### src/rtl/core/rpas_pkg.sv
// ---------------------------------------------------------------------------
// rpas_pkg: shared types and constants for the residue pair alignment scorer
// Field widths, residue group masks, pair classes and register indexes.
// ---------------------------------------------------------------------------
package rpas_pkg;

    localparam int LETTER_W    = 8;
    localparam int OFFSET_W    = 12;
    localparam int WEIGHT_W    = 16;
    localparam int COUNT_W     = 13;
    localparam int SCORE_W     = 29;
    localparam int NUM_CLASS   = 4;
    localparam int ALPHA_N     = 26;
    localparam int NUM_CONS    = 9;
    localparam int NUM_SEMI    = 11;
    localparam int CFG_ADDR_W  = 4;
    localparam int S_TDATA_W   = 32;
    localparam int M_TDATA_W   = 96;
    localparam int MAX_LEN_DEF = 4096;
    localparam int SCORE_LIMIT = 268431360;

    localparam logic [WEIGHT_W-1:0] WEIGHT_RESET = 16'd256;

    // class order also gives the weight register order
    typedef enum logic [1:0] {
        CLASS_STAR  = 2'd0,
        CLASS_COLON = 2'd1,
        CLASS_POINT = 2'd2,
        CLASS_SPACE = 2'd3
    } class_t;

    typedef enum logic [CFG_ADDR_W-1:0] {
        REG_WEIGHT_STAR  = 4'd0,
        REG_WEIGHT_COLON = 4'd1,
        REG_WEIGHT_POINT = 4'd2,
        REG_WEIGHT_SPACE = 4'd3
    } cfg_reg_t;

    typedef logic [ALPHA_N-1:0] letter_set_t;

    // one-hot position of an upper-case letter, empty for any other byte
    function automatic letter_set_t letter_bit(input logic [LETTER_W-1:0] c);
        letter_set_t r;
        r = '0;
        if (c >= "A" && c <= "Z") begin
            r = letter_set_t'(1) << (c - LETTER_W'("A"));
        end
        return r;
    endfunction

    localparam letter_set_t CONS_GROUPS [NUM_CONS] = '{
        letter_bit("N") | letter_bit("D") | letter_bit("E") | letter_bit("Q"),
        letter_bit("N") | letter_bit("E") | letter_bit("Q") | letter_bit("K"),
        letter_bit("S") | letter_bit("T") | letter_bit("A"),
        letter_bit("M") | letter_bit("I") | letter_bit("L") | letter_bit("V"),
        letter_bit("Q") | letter_bit("H") | letter_bit("R") | letter_bit("K"),
        letter_bit("N") | letter_bit("H") | letter_bit("Q") | letter_bit("K"),
        letter_bit("F") | letter_bit("Y") | letter_bit("W"),
        letter_bit("H") | letter_bit("Y"),
        letter_bit("M") | letter_bit("I") | letter_bit("L") | letter_bit("F")
    };

    localparam letter_set_t SEMI_GROUPS [NUM_SEMI] = '{
        letter_bit("S") | letter_bit("A") | letter_bit("G"),
        letter_bit("A") | letter_bit("T") | letter_bit("V"),
        letter_bit("C") | letter_bit("S") | letter_bit("A"),
        letter_bit("S") | letter_bit("G") | letter_bit("N") | letter_bit("D"),
        letter_bit("S") | letter_bit("T") | letter_bit("P") | letter_bit("A"),
        letter_bit("S") | letter_bit("T") | letter_bit("N") | letter_bit("K"),
        letter_bit("N") | letter_bit("E") | letter_bit("Q") | letter_bit("H")
            | letter_bit("R") | letter_bit("K"),
        letter_bit("N") | letter_bit("D") | letter_bit("E") | letter_bit("Q")
            | letter_bit("H") | letter_bit("K"),
        letter_bit("S") | letter_bit("N") | letter_bit("D") | letter_bit("E")
            | letter_bit("Q") | letter_bit("K"),
        letter_bit("H") | letter_bit("F") | letter_bit("Y"),
        letter_bit("F") | letter_bit("V") | letter_bit("L") | letter_bit("I")
            | letter_bit("M")
    };

endpackage

### src/rtl/core/rpas_classify.sv
// ---------------------------------------------------------------------------
// rpas_classify: residue pair classifier
// Sorts one letter pair into identical, conservative, semi-conservative or other.
// ---------------------------------------------------------------------------
module rpas_classify
    import rpas_pkg::*;
(
    input  logic [LETTER_W-1:0] letter_a,
    input  logic [LETTER_W-1:0] letter_b,
    output class_t              pair_class
);

    letter_set_t set_a;
    letter_set_t set_b;
    logic        cons_hit;
    logic        semi_hit;

    assign set_a = letter_bit(letter_a);
    assign set_b = letter_bit(letter_b);

    // bytes outside A..Z give an empty set and never hit a group
    always_comb begin
        cons_hit = 1'b0;
        semi_hit = 1'b0;
        for (int g = 0; g < NUM_CONS; g++) begin
            if (|(CONS_GROUPS[g] & set_a) && |(CONS_GROUPS[g] & set_b)) begin
                cons_hit = 1'b1;
            end
        end
        for (int g = 0; g < NUM_SEMI; g++) begin
            if (|(SEMI_GROUPS[g] & set_a) && |(SEMI_GROUPS[g] & set_b)) begin
                semi_hit = 1'b1;
            end
        end
    end

    always_comb begin
        if (letter_a == letter_b) begin
            pair_class = CLASS_STAR;
        end else if (cons_hit) begin
            pair_class = CLASS_COLON;
        end else if (semi_hit) begin
            pair_class = CLASS_POINT;
        end else begin
            pair_class = CLASS_SPACE;
        end
    end

endmodule

### src/rtl/core/rpas_counter_bank.sv
// ---------------------------------------------------------------------------
// rpas_counter_bank: input register, class counters and run snapshot
// Counts each pair into its class; a last pair hands the totals downstream.
// ---------------------------------------------------------------------------
module rpas_counter_bank
    import rpas_pkg::*;
#(
    parameter int MAX_LEN = MAX_LEN_DEF,
    parameter int CNT_W   = $clog2(MAX_LEN + 1)
)
(
    input  logic                               aclk,
    input  logic                               aresetn,
    input  logic                               in_valid,
    output logic                               in_ready,
    input  logic [LETTER_W-1:0]                in_letter_a,
    input  logic [LETTER_W-1:0]                in_letter_b,
    input  logic [OFFSET_W-1:0]                in_offset,
    input  logic                               in_last,
    output logic                               snap_valid,
    input  logic                               snap_ready,
    output logic [NUM_CLASS-1:0][CNT_W-1:0]    snap_count,
    output logic [OFFSET_W-1:0]                snap_offset
);

    logic                            pair_valid_reg;
    logic [LETTER_W-1:0]             letter_a_reg;
    logic [LETTER_W-1:0]             letter_b_reg;
    logic [OFFSET_W-1:0]             offset_reg;
    logic                            last_reg;
    logic                            pair_move;
    class_t                          pair_class;
    logic [NUM_CLASS-1:0][CNT_W-1:0] count_reg;
    logic [NUM_CLASS-1:0][CNT_W-1:0] count_next;
    logic [NUM_CLASS-1:0][CNT_W-1:0] bumped;
    logic                            snap_valid_reg;
    logic                            snap_valid_next;
    logic [NUM_CLASS-1:0][CNT_W-1:0] snap_count_reg;
    logic [OFFSET_W-1:0]             snap_offset_reg;

    rpas_classify u_classify (
        .letter_a   (letter_a_reg),
        .letter_b   (letter_b_reg),
        .pair_class (pair_class)
    );

    // a pair that does not end the run never waits on the snapshot
    assign pair_move = pair_valid_reg && (!last_reg || !snap_valid_reg || snap_ready);
    assign in_ready  = !pair_valid_reg || pair_move;

    always_ff @(posedge aclk) begin
        if (!aresetn) begin
            pair_valid_reg <= 1'b0;
        end else if (in_ready) begin
            pair_valid_reg <= in_valid;
        end
    end

    always_ff @(posedge aclk) begin
        if (in_valid && in_ready) begin
            letter_a_reg <= in_letter_a;
            letter_b_reg <= in_letter_b;
            offset_reg   <= in_offset;
            last_reg     <= in_last;
        end
    end

    // saturating increment of the hit class
    always_comb begin
        for (int i = 0; i < NUM_CLASS; i++) begin
            bumped[i] = count_reg[i];
            if (int'(pair_class) == i && count_reg[i] < CNT_W'(MAX_LEN)) begin
                bumped[i] = count_reg[i] + CNT_W'(1);
            end
        end
        count_next = count_reg;
        if (pair_move) begin
            count_next = last_reg ? '0 : bumped;
        end
        snap_valid_next = snap_valid_reg;
        if (snap_valid_reg && snap_ready) begin
            snap_valid_next = 1'b0;
        end
        if (pair_move && last_reg) begin
            snap_valid_next = 1'b1;
        end
    end

    always_ff @(posedge aclk) begin
        if (!aresetn) begin
            count_reg      <= '0;
            snap_valid_reg <= 1'b0;
        end else begin
            count_reg      <= count_next;
            snap_valid_reg <= snap_valid_next;
        end
    end

    always_ff @(posedge aclk) begin
        if (pair_move && last_reg) begin
            snap_count_reg  <= bumped;
            snap_offset_reg <= offset_reg;
        end
    end

    assign snap_valid  = snap_valid_reg;
    assign snap_count  = snap_count_reg;
    assign snap_offset = snap_offset_reg;

    for (genvar k = 0; k < NUM_CLASS; k++) begin : g_sat_check
        a_count_sat: assert property (@(posedge aclk) disable iff (!aresetn)
            count_reg[k] <= CNT_W'(MAX_LEN))
            else $error("class counter above its saturation limit");
    end

    a_clear_after_run: assert property (@(posedge aclk) disable iff (!aresetn)
        (pair_move && last_reg) |=> (count_reg == '0))
        else $error("counters not cleared after the last pair");

    a_snap_hold: assert property (@(posedge aclk) disable iff (!aresetn)
        (snap_valid_reg && !snap_ready) |=> (snap_valid_reg && $stable(snap_count_reg)))
        else $error("run snapshot changed while stalled");

endmodule

### src/rtl/core/rpas_score.sv
// ---------------------------------------------------------------------------
// rpas_score: weighted score of one run
// Registered products of weights and counts, then the signed sum and clamp.
// ---------------------------------------------------------------------------
module rpas_score
    import rpas_pkg::*;
#(
    parameter int MAX_LEN = MAX_LEN_DEF,
    parameter int CNT_W   = $clog2(MAX_LEN + 1)
)
(
    input  logic                               aclk,
    input  logic                               aresetn,
    input  logic [NUM_CLASS-1:0][WEIGHT_W-1:0] weight,
    input  logic                               snap_valid,
    output logic                               snap_ready,
    input  logic [NUM_CLASS-1:0][CNT_W-1:0]    snap_count,
    input  logic [OFFSET_W-1:0]                snap_offset,
    output logic                               out_valid,
    input  logic                               out_ready,
    output logic [SCORE_W-1:0]                 out_score,
    output logic [NUM_CLASS-1:0][COUNT_W-1:0]  out_count,
    output logic [OFFSET_W-1:0]                out_offset
);

    localparam int PROD_W = WEIGHT_W + CNT_W;
    localparam int SUM_W  = (PROD_W + 3 > SCORE_W + 1) ? PROD_W + 3 : SCORE_W + 1;
    localparam logic signed [SUM_W-1:0] LIMIT = SUM_W'(SCORE_LIMIT);

    logic                             prod_valid_reg;
    logic [NUM_CLASS-1:0][PROD_W-1:0] prod_reg;
    logic [NUM_CLASS-1:0][CNT_W-1:0]  prod_count_reg;
    logic [OFFSET_W-1:0]              prod_offset_reg;
    logic                             prod_move;
    logic signed [SUM_W-1:0]          sum;
    logic signed [SUM_W-1:0]          clamped;
    logic [CNT_W+COUNT_W-1:0]         count_ext;
    logic [NUM_CLASS-1:0][COUNT_W-1:0] count_trim;
    logic                             out_valid_reg;
    logic [SCORE_W-1:0]               score_reg;
    logic [NUM_CLASS-1:0][COUNT_W-1:0] count_out_reg;
    logic [OFFSET_W-1:0]              offset_out_reg;

    assign prod_move  = prod_valid_reg && (!out_valid_reg || out_ready);
    assign snap_ready = !prod_valid_reg || prod_move;

    always_ff @(posedge aclk) begin
        if (!aresetn) begin
            prod_valid_reg <= 1'b0;
        end else if (snap_ready) begin
            prod_valid_reg <= snap_valid;
        end
    end

    always_ff @(posedge aclk) begin
        if (snap_valid && snap_ready) begin
            for (int i = 0; i < NUM_CLASS; i++) begin
                prod_reg[i] <= PROD_W'(weight[i]) * PROD_W'(snap_count[i]);
            end
            prod_count_reg  <= snap_count;
            prod_offset_reg <= snap_offset;
        end
    end

    // star product minus the three penalties, wide enough never to wrap
    always_comb begin
        sum = SUM_W'(prod_reg[CLASS_STAR]) - SUM_W'(prod_reg[CLASS_COLON])
            - SUM_W'(prod_reg[CLASS_POINT]) - SUM_W'(prod_reg[CLASS_SPACE]);
        if (sum > LIMIT) begin
            clamped = LIMIT;
        end else if (sum < -LIMIT) begin
            clamped = -LIMIT;
        end else begin
            clamped = sum;
        end
    end

    always_comb begin
        count_ext = '0;
        for (int i = 0; i < NUM_CLASS; i++) begin
            count_ext     = (CNT_W + COUNT_W)'(prod_count_reg[i]);
            count_trim[i] = count_ext[COUNT_W-1:0];
        end
    end

    always_ff @(posedge aclk) begin
        if (!aresetn) begin
            out_valid_reg <= 1'b0;
        end else if (!out_valid_reg || out_ready) begin
            out_valid_reg <= prod_valid_reg;
        end
    end

    always_ff @(posedge aclk) begin
        if (prod_move) begin
            score_reg      <= clamped[SCORE_W-1:0];
            count_out_reg  <= count_trim;
            offset_out_reg <= prod_offset_reg;
        end
    end

    assign out_valid  = out_valid_reg;
    assign out_score  = score_reg;
    assign out_count  = count_out_reg;
    assign out_offset = offset_out_reg;

    a_prod_hold: assert property (@(posedge aclk) disable iff (!aresetn)
        (prod_valid_reg && !prod_move) |=> (prod_valid_reg && $stable(prod_reg)))
        else $error("product stage changed while stalled");

    a_score_range: assert property (@(posedge aclk) disable iff (!aresetn)
        out_valid_reg |-> ($signed(score_reg) <= SCORE_W'(SCORE_LIMIT)
            && $signed(score_reg) >= -$signed(SCORE_W'(SCORE_LIMIT))))
        else $error("score outside the clamp range");

    a_prod_to_out: assert property (@(posedge aclk) disable iff (!aresetn)
        prod_move |=> out_valid_reg)
        else $error("product stage advanced without an output word");

endmodule

### src/rtl/core/residue_pair_alignment_scorer.sv
// ---------------------------------------------------------------------------
// residue_pair_alignment_scorer: class counts and weighted score of a run
// Sorts residue pairs into four classes and scores each run on its last pair.
//
//   channel   dir  handshake          content
//   s_        in   tvalid/tready      one residue pair word, tlast ends run
//   m_        out  tvalid/tready      one word per run: score and counts
//   cfg_      in   cfg_wr_en          class weight write, no handshake
//
// One pair word is taken every cycle unless a last pair finds the run
// snapshot occupied; stages are input register, counters with run snapshot,
// weight products, score and output register.
// Reset clears counters and valid flags and sets every weight to 1.0.
// A stalled m_ side fills the pipe; pairs that do not end a run keep
// flowing until a last pair finds the snapshot still occupied.
// ---------------------------------------------------------------------------
module residue_pair_alignment_scorer
    import rpas_pkg::*;
#(
    parameter int MAX_LEN = MAX_LEN_DEF
)
(
    input  logic                  aclk,
    input  logic                  aresetn,
    input  logic                  s_tvalid,
    output logic                  s_tready,
    input  logic [S_TDATA_W-1:0]  s_tdata,    // letter_a, letter_b, offset, zero pad
    input  logic                  s_tlast,
    output logic                  m_tvalid,
    input  logic                  m_tready,
    output logic [M_TDATA_W-1:0]  m_tdata,    // score, star_count, colon_count,
                                              // point_count, space_count,
                                              // run_offset, zero pad
    input  logic                  cfg_wr_en,
    input  logic [CFG_ADDR_W-1:0] cfg_addr,
    input  logic [WEIGHT_W-1:0]   cfg_wdata
);

    localparam int CNT_W = $clog2(MAX_LEN + 1);
    localparam int PAD_W = M_TDATA_W - SCORE_W - NUM_CLASS * COUNT_W - OFFSET_W;

    logic [NUM_CLASS-1:0][WEIGHT_W-1:0] weight_reg;
    logic                               snap_valid;
    logic                               snap_ready;
    logic [NUM_CLASS-1:0][CNT_W-1:0]    snap_count;
    logic [OFFSET_W-1:0]                snap_offset;
    logic [SCORE_W-1:0]                 out_score;
    logic [NUM_CLASS-1:0][COUNT_W-1:0]  out_count;
    logic [OFFSET_W-1:0]                out_offset;

    always_ff @(posedge aclk) begin
        if (!aresetn) begin
            weight_reg <= {NUM_CLASS{WEIGHT_RESET}};
        end else if (cfg_wr_en) begin
            unique case (cfg_addr)
                REG_WEIGHT_STAR:  weight_reg[CLASS_STAR]  <= cfg_wdata;
                REG_WEIGHT_COLON: weight_reg[CLASS_COLON] <= cfg_wdata;
                REG_WEIGHT_POINT: weight_reg[CLASS_POINT] <= cfg_wdata;
                REG_WEIGHT_SPACE: weight_reg[CLASS_SPACE] <= cfg_wdata;
                default: begin
                    // unknown register index, write dropped
                end
            endcase
        end
    end

    rpas_counter_bank #(
        .MAX_LEN (MAX_LEN),
        .CNT_W   (CNT_W)
    ) u_counter_bank (
        .aclk        (aclk),
        .aresetn     (aresetn),
        .in_valid    (s_tvalid),
        .in_ready    (s_tready),
        .in_letter_a (s_tdata[LETTER_W-1:0]),
        .in_letter_b (s_tdata[2*LETTER_W-1:LETTER_W]),
        .in_offset   (s_tdata[2*LETTER_W+OFFSET_W-1:2*LETTER_W]),
        .in_last     (s_tlast),
        .snap_valid  (snap_valid),
        .snap_ready  (snap_ready),
        .snap_count  (snap_count),
        .snap_offset (snap_offset)
    );

    rpas_score #(
        .MAX_LEN (MAX_LEN),
        .CNT_W   (CNT_W)
    ) u_score (
        .aclk        (aclk),
        .aresetn     (aresetn),
        .weight      (weight_reg),
        .snap_valid  (snap_valid),
        .snap_ready  (snap_ready),
        .snap_count  (snap_count),
        .snap_offset (snap_offset),
        .out_valid   (m_tvalid),
        .out_ready   (m_tready),
        .out_score   (out_score),
        .out_count   (out_count),
        .out_offset  (out_offset)
    );

    assign m_tdata = {{PAD_W{1'b0}}, out_offset, out_count, out_score};

endmodule
### config.mk
export PLATFORM = sky130hd
export DESIGN_NAME = residue_pair_alignment_scorer
export DESIGN_NICKNAME = d
export VERILOG_FILES = /design/src/rtl/core/rpas_pkg.sv /design/src/rtl/core/rpas_classify.sv /design/src/rtl/core/rpas_counter_bank.sv /design/src/rtl/core/rpas_score.sv /design/src/rtl/core/residue_pair_alignment_scorer.sv
export SDC_FILE = /design/constraint.sdc
export NUM_CORES = 2
export LEC_CHECK = 0
export BUFFER_PORTS_ARGS = -buffer_cell sky130_fd_sc_hd__buf_2
export CORE_AREA = 2 2 376 378
export CTS_BUF_LIST = sky130_fd_sc_hd__clkbuf_8
export CTS_CLUSTER_SIZE = 28
export DETAILED_ROUTE_END_ITERATION = 8
export DIE_AREA = 0 0 378 380
export PLACE_DENSITY_LB_ADDON = 0.15
export SLEW_MARGIN = 10
export SYNTH_ARGS = -nofsm -noshare
export SYNTH_HDL_FRONTEND = slang
export SYNTH_SLANG_ARGS = --single-unit
### constraint.sdc
create_clock -name aclk -period 11.8 [get_ports aclk]
set_input_delay 1.77 -clock aclk [delete_from_list [all_inputs] [get_ports aclk]]
set_output_delay 1.77 -clock aclk [all_outputs]
set_load 0.02 [all_outputs]
==> results by group <==
Clock tree
  – CTS root buffer: clkbuf_8
  – Max Buffers Root-to-Sink: 3
  – Post_cts resized: 0
  – Clock H-tree levels: 3
  – CTS Buf Count: 91
  – CTS tree: done
  – Post-CTS setup buffers: 0
  – Clock-pin slew on the worst setup and hold paths: 0.06 ns
  – Hold buffers post-CTS: 0
  – Clock Sink Count: 486
  – Worst skew pair latency: 0.79 ns

Die
  – Std-Cell Rows: 137
  – Die height: roughly 380 um
  – Die Width: between 300 and 400 um
  – Starting density of the core: 34.9%
  – Die Area: 144000 um2
  – Core Area: between 100000 and 150000 um2
  – Ports: 156

Pwr
  – Sw frac: 28.8%
  – Power share of the clock group: 41.1%
  – Cell-internal power: between 2000 and 3000 uW
  – LEAKAGE: about 0.024 uW
  – Part of the power in registers: a little under half
  – Comb power frac: 12.8%
  – Max IR drop VDD: 0.0781 mV
  – Net switching power: 1190 uW
  – Power Dens Cells: 77.4 nW/um2

Route
  – Average wire per standard cell: 19.4 um
  – Vias per cell: 4.95
  – Final ANT Viol Nets: 0
  – Post-Route WL: ~140 mm
  – 1st-iter DRT viols: 2083
  – Pre-Repair DR Iteration Count: 5
  – Vias after detailed routing: 34600
  – Residual DRC: 0

Critical path
  – CP Launch Type: register
  – Req. time, crit path: 12.29 ns
  – CP Max Fanout: 13
  – RR Startpoint: u_score.prod_reg[0]$_DFFE_PP_
  – Critical path arrival: 8.34 ns
  – Crit. End Element: register
  – Worst Setup Path Type: register to register
  – Crit path from: u_score.prod_reg[0]$_DFFE_PP_
  – R2R Setup Slk: approximately 4.0 ns

Synth
  – FF+latch count, synth: between 400 and 500
  – Gate Count Post-Synth: ~5000
  – Ys Warns: 0
  – Ys flop type: edfxtp_1
  – Post-synthesis cell type count: 87
  – Avg Synthesized Cell Area: 9.87 um2
  – EDFF count, synth: 366
  – Sequential area share after synthesis: 27.5%
  – Asr flop ratio synth: 0%
  – Cell Area, Synth: 48600 um2

Final layout
  – Nets: about 6100
  – Share of layout cells above drive strength 1: 7.83%
  – Area grow syn2layout: 9.66%
  – Largest register FFs: 116
  – Commonest non-fill, non-tap cells in the layout: inv_1, nand2_1, fa_1
  – Commonest non-fill, non-tap cell in the layout: inv_1
  – Finished Layout Cells: 6989

Global routing
  – Total gr overflow: 0
  – First-pass GRT wire length: approximately 210 mm
  – Initial antenna violation count: 8
  – Total Routing Usage GR: 19.2%
  – Largest net degree at the start of global routing: 128
  – Vias in the first global route: 36200

STA
  – Fin. max-slew vios: 0
  – Max_slew headroom: approximately 17%
  – Setup Viol. Count Final: 0
  – Min Clock Period, post-route: around 7.8 ns
  – Fraction of the cycle the final worst path needs: between 60% and 70%
  – Clk_skew: 0.0712 ns
  – Fmax: 127 MHz
  – Fin. Hold Viols: 0
  – Setup TNS: 0 ns
  – Actual slew at the worst max-slew pin: 1.24 ns
  – RSZ-0062 raised after global routing: false

Status
  – Status: finished, final reports clean

Placed design
  – RePlAce Congestion: between 0.8 and 0.9
  – IO buf count: 148
  – DP Cell Count: 6818
  – HPWL after detailed placement: 102 mm

Worst hold path
  – Hold path start: u_score.count_trim[0]$_DFFE_PP_
  – Hold crit path type: register to register

Run
  – # Max-Cap Violations: 0
## worst paths after layout
check,endpoint,cells past startpoint
setup / recovery,u_score.out_score[0]$_SDFFCE_PP0P_,22
hold reg to reg,u_score.out_count[0]$_DFFE_PP_,0
hold / removal,u_score.out_count[0]$_DFFE_PP_,0
setup reg to reg,u_score.out_score[0]$_SDFFCE_PP0P_,22
## cell type report
type                       count  area, um2
multi-input combinational   3490      31700
fill                       14100      85900
clock inverter                69        493
timing repair buffer         206       1190
clock buffer                 100       1380
inverter                     760       2850
tap                         1876       2350
sequential                   486      13400
antenna                        2       5.00
## power groups by stage
stage / Clock (uW) / Combinational, uW / Sequential, uW
2_1_floorplan: 0 / 373 / 1910
4_1_cts: 1780 / 525 / 1900
3_3_place_gp: 0 / 521 / 1940
6_report: 1700 / 527 / 1900
3_5_place_dp: 0 / 522 / 1940
5_1_grt: 1830 / 584 / 1910
## metrics by stage
| step | power (uW) | utilization (%) | setup WS (ns) | hold WS (ns) | cell area [um2] |
|---|---|---|---|---|---|
| floorplan | 2290 | - | 1.10 | 0.400 | 48600 |
| global placement | 2460 | 37.0 | 3.93 | 0.400 | 51400 |
| global route | 4330 | 38.3 | 3.22 | 0.420 | 53300 |
| detailed placement | 2460 | 37.0 | 3.97 | 0.405 | 51400 |
| CTS | 4200 | 38.3 | 4.01 | 0.411 | 53300 |
| finish | 4130 | 38.3 | 3.95 | 0.409 | 53300 |
## cell families after synthesis
group | synth area share, %
simple gates | 16.4
flops | 27.5
buf+inv | 7.44
mux | 0.986
xor+xnor | 3.57
compound gates | 8.05
fa+ha+maj | 36.0
other cells | 0.00771
## synthesized netlist by cell type (7+ instances only)
library cell	instances	area [um2]
xnor2_1	124	1090
a21oi_1	179	896
mux2_2	7	78.8
nand2_1	716	2690
or4_1	13	97.6
o21ai_0	89	445
o21bai_1	18	135
and2_1	323	2020
nor3b_1	9	67.6
xor2_1	74	648
nand2b_1	31	194
o31ai_1	11	82.6
inv_1	758	2850
nor4_1	15	93.8
fa_1	646	12900
clkbuf_1	168	631
a31o_2	8	70.1
a211oi_1	25	188
dfxtp_1	120	2400
o211ai_1	20	150
a22oi_1	12	90.1
edfxtp_1	366	11000
ha_1	366	4580
a31oi_1	23	144
nor3_1	66	330
and3_1	35	219
nor2_1	204	766
or2_2	16	100
o22ai_1	7	43.8
o41ai_1	10	87.6
a21o_1	55	413
a221oi_1	7	61.3
nand3_1	74	370
o21a_1	38	285
nor2b_1	40	250
a41oi_1	7	61.3
mux2i_1	40	400
nand4_1	32	200
and4_1	9	78.8
or3_1	24	150
a21boi_0	8	60.1
buf_2	13	65.1
## routing by layer
layer / vias to the layer above / part of all wire (%) / GRT usage, %
li1: 16300 / - / -
met1: 17500 / 44 / 25.2
met2: 717 / 48 / 32.2
met3: 179 / 4.9 / 3.07
met4: 0 / 3.4 / 6.50
met5: - / 0 / 0
## worst max-delay path, cell delays in order (launching register included)
cell and delay, ns:
edfxtp_1 0.36, inv_1 0.06, ha_1 0.16, inv_1 0.06, fa_1 0.43, a211oi_1 0.26, nor2_1 0.13, o21ai_0 0.38
a41oi_1 0.29, o2bb2ai_1 0.25, o311ai_0 0.63, o211ai_1 0.27, a21oi_1 0.44, fa_1 0.50, ha_1 0.25, o41ai_1 0.73
or4b_2 0.64, o211ai_1 0.26, nand4_1 0.14, nor4bb_1 0.30, nand4_1 0.15, a32oi_1 0.83, nor2_1 0.10
Note: power is estimated with default switching activity, not from simulation.
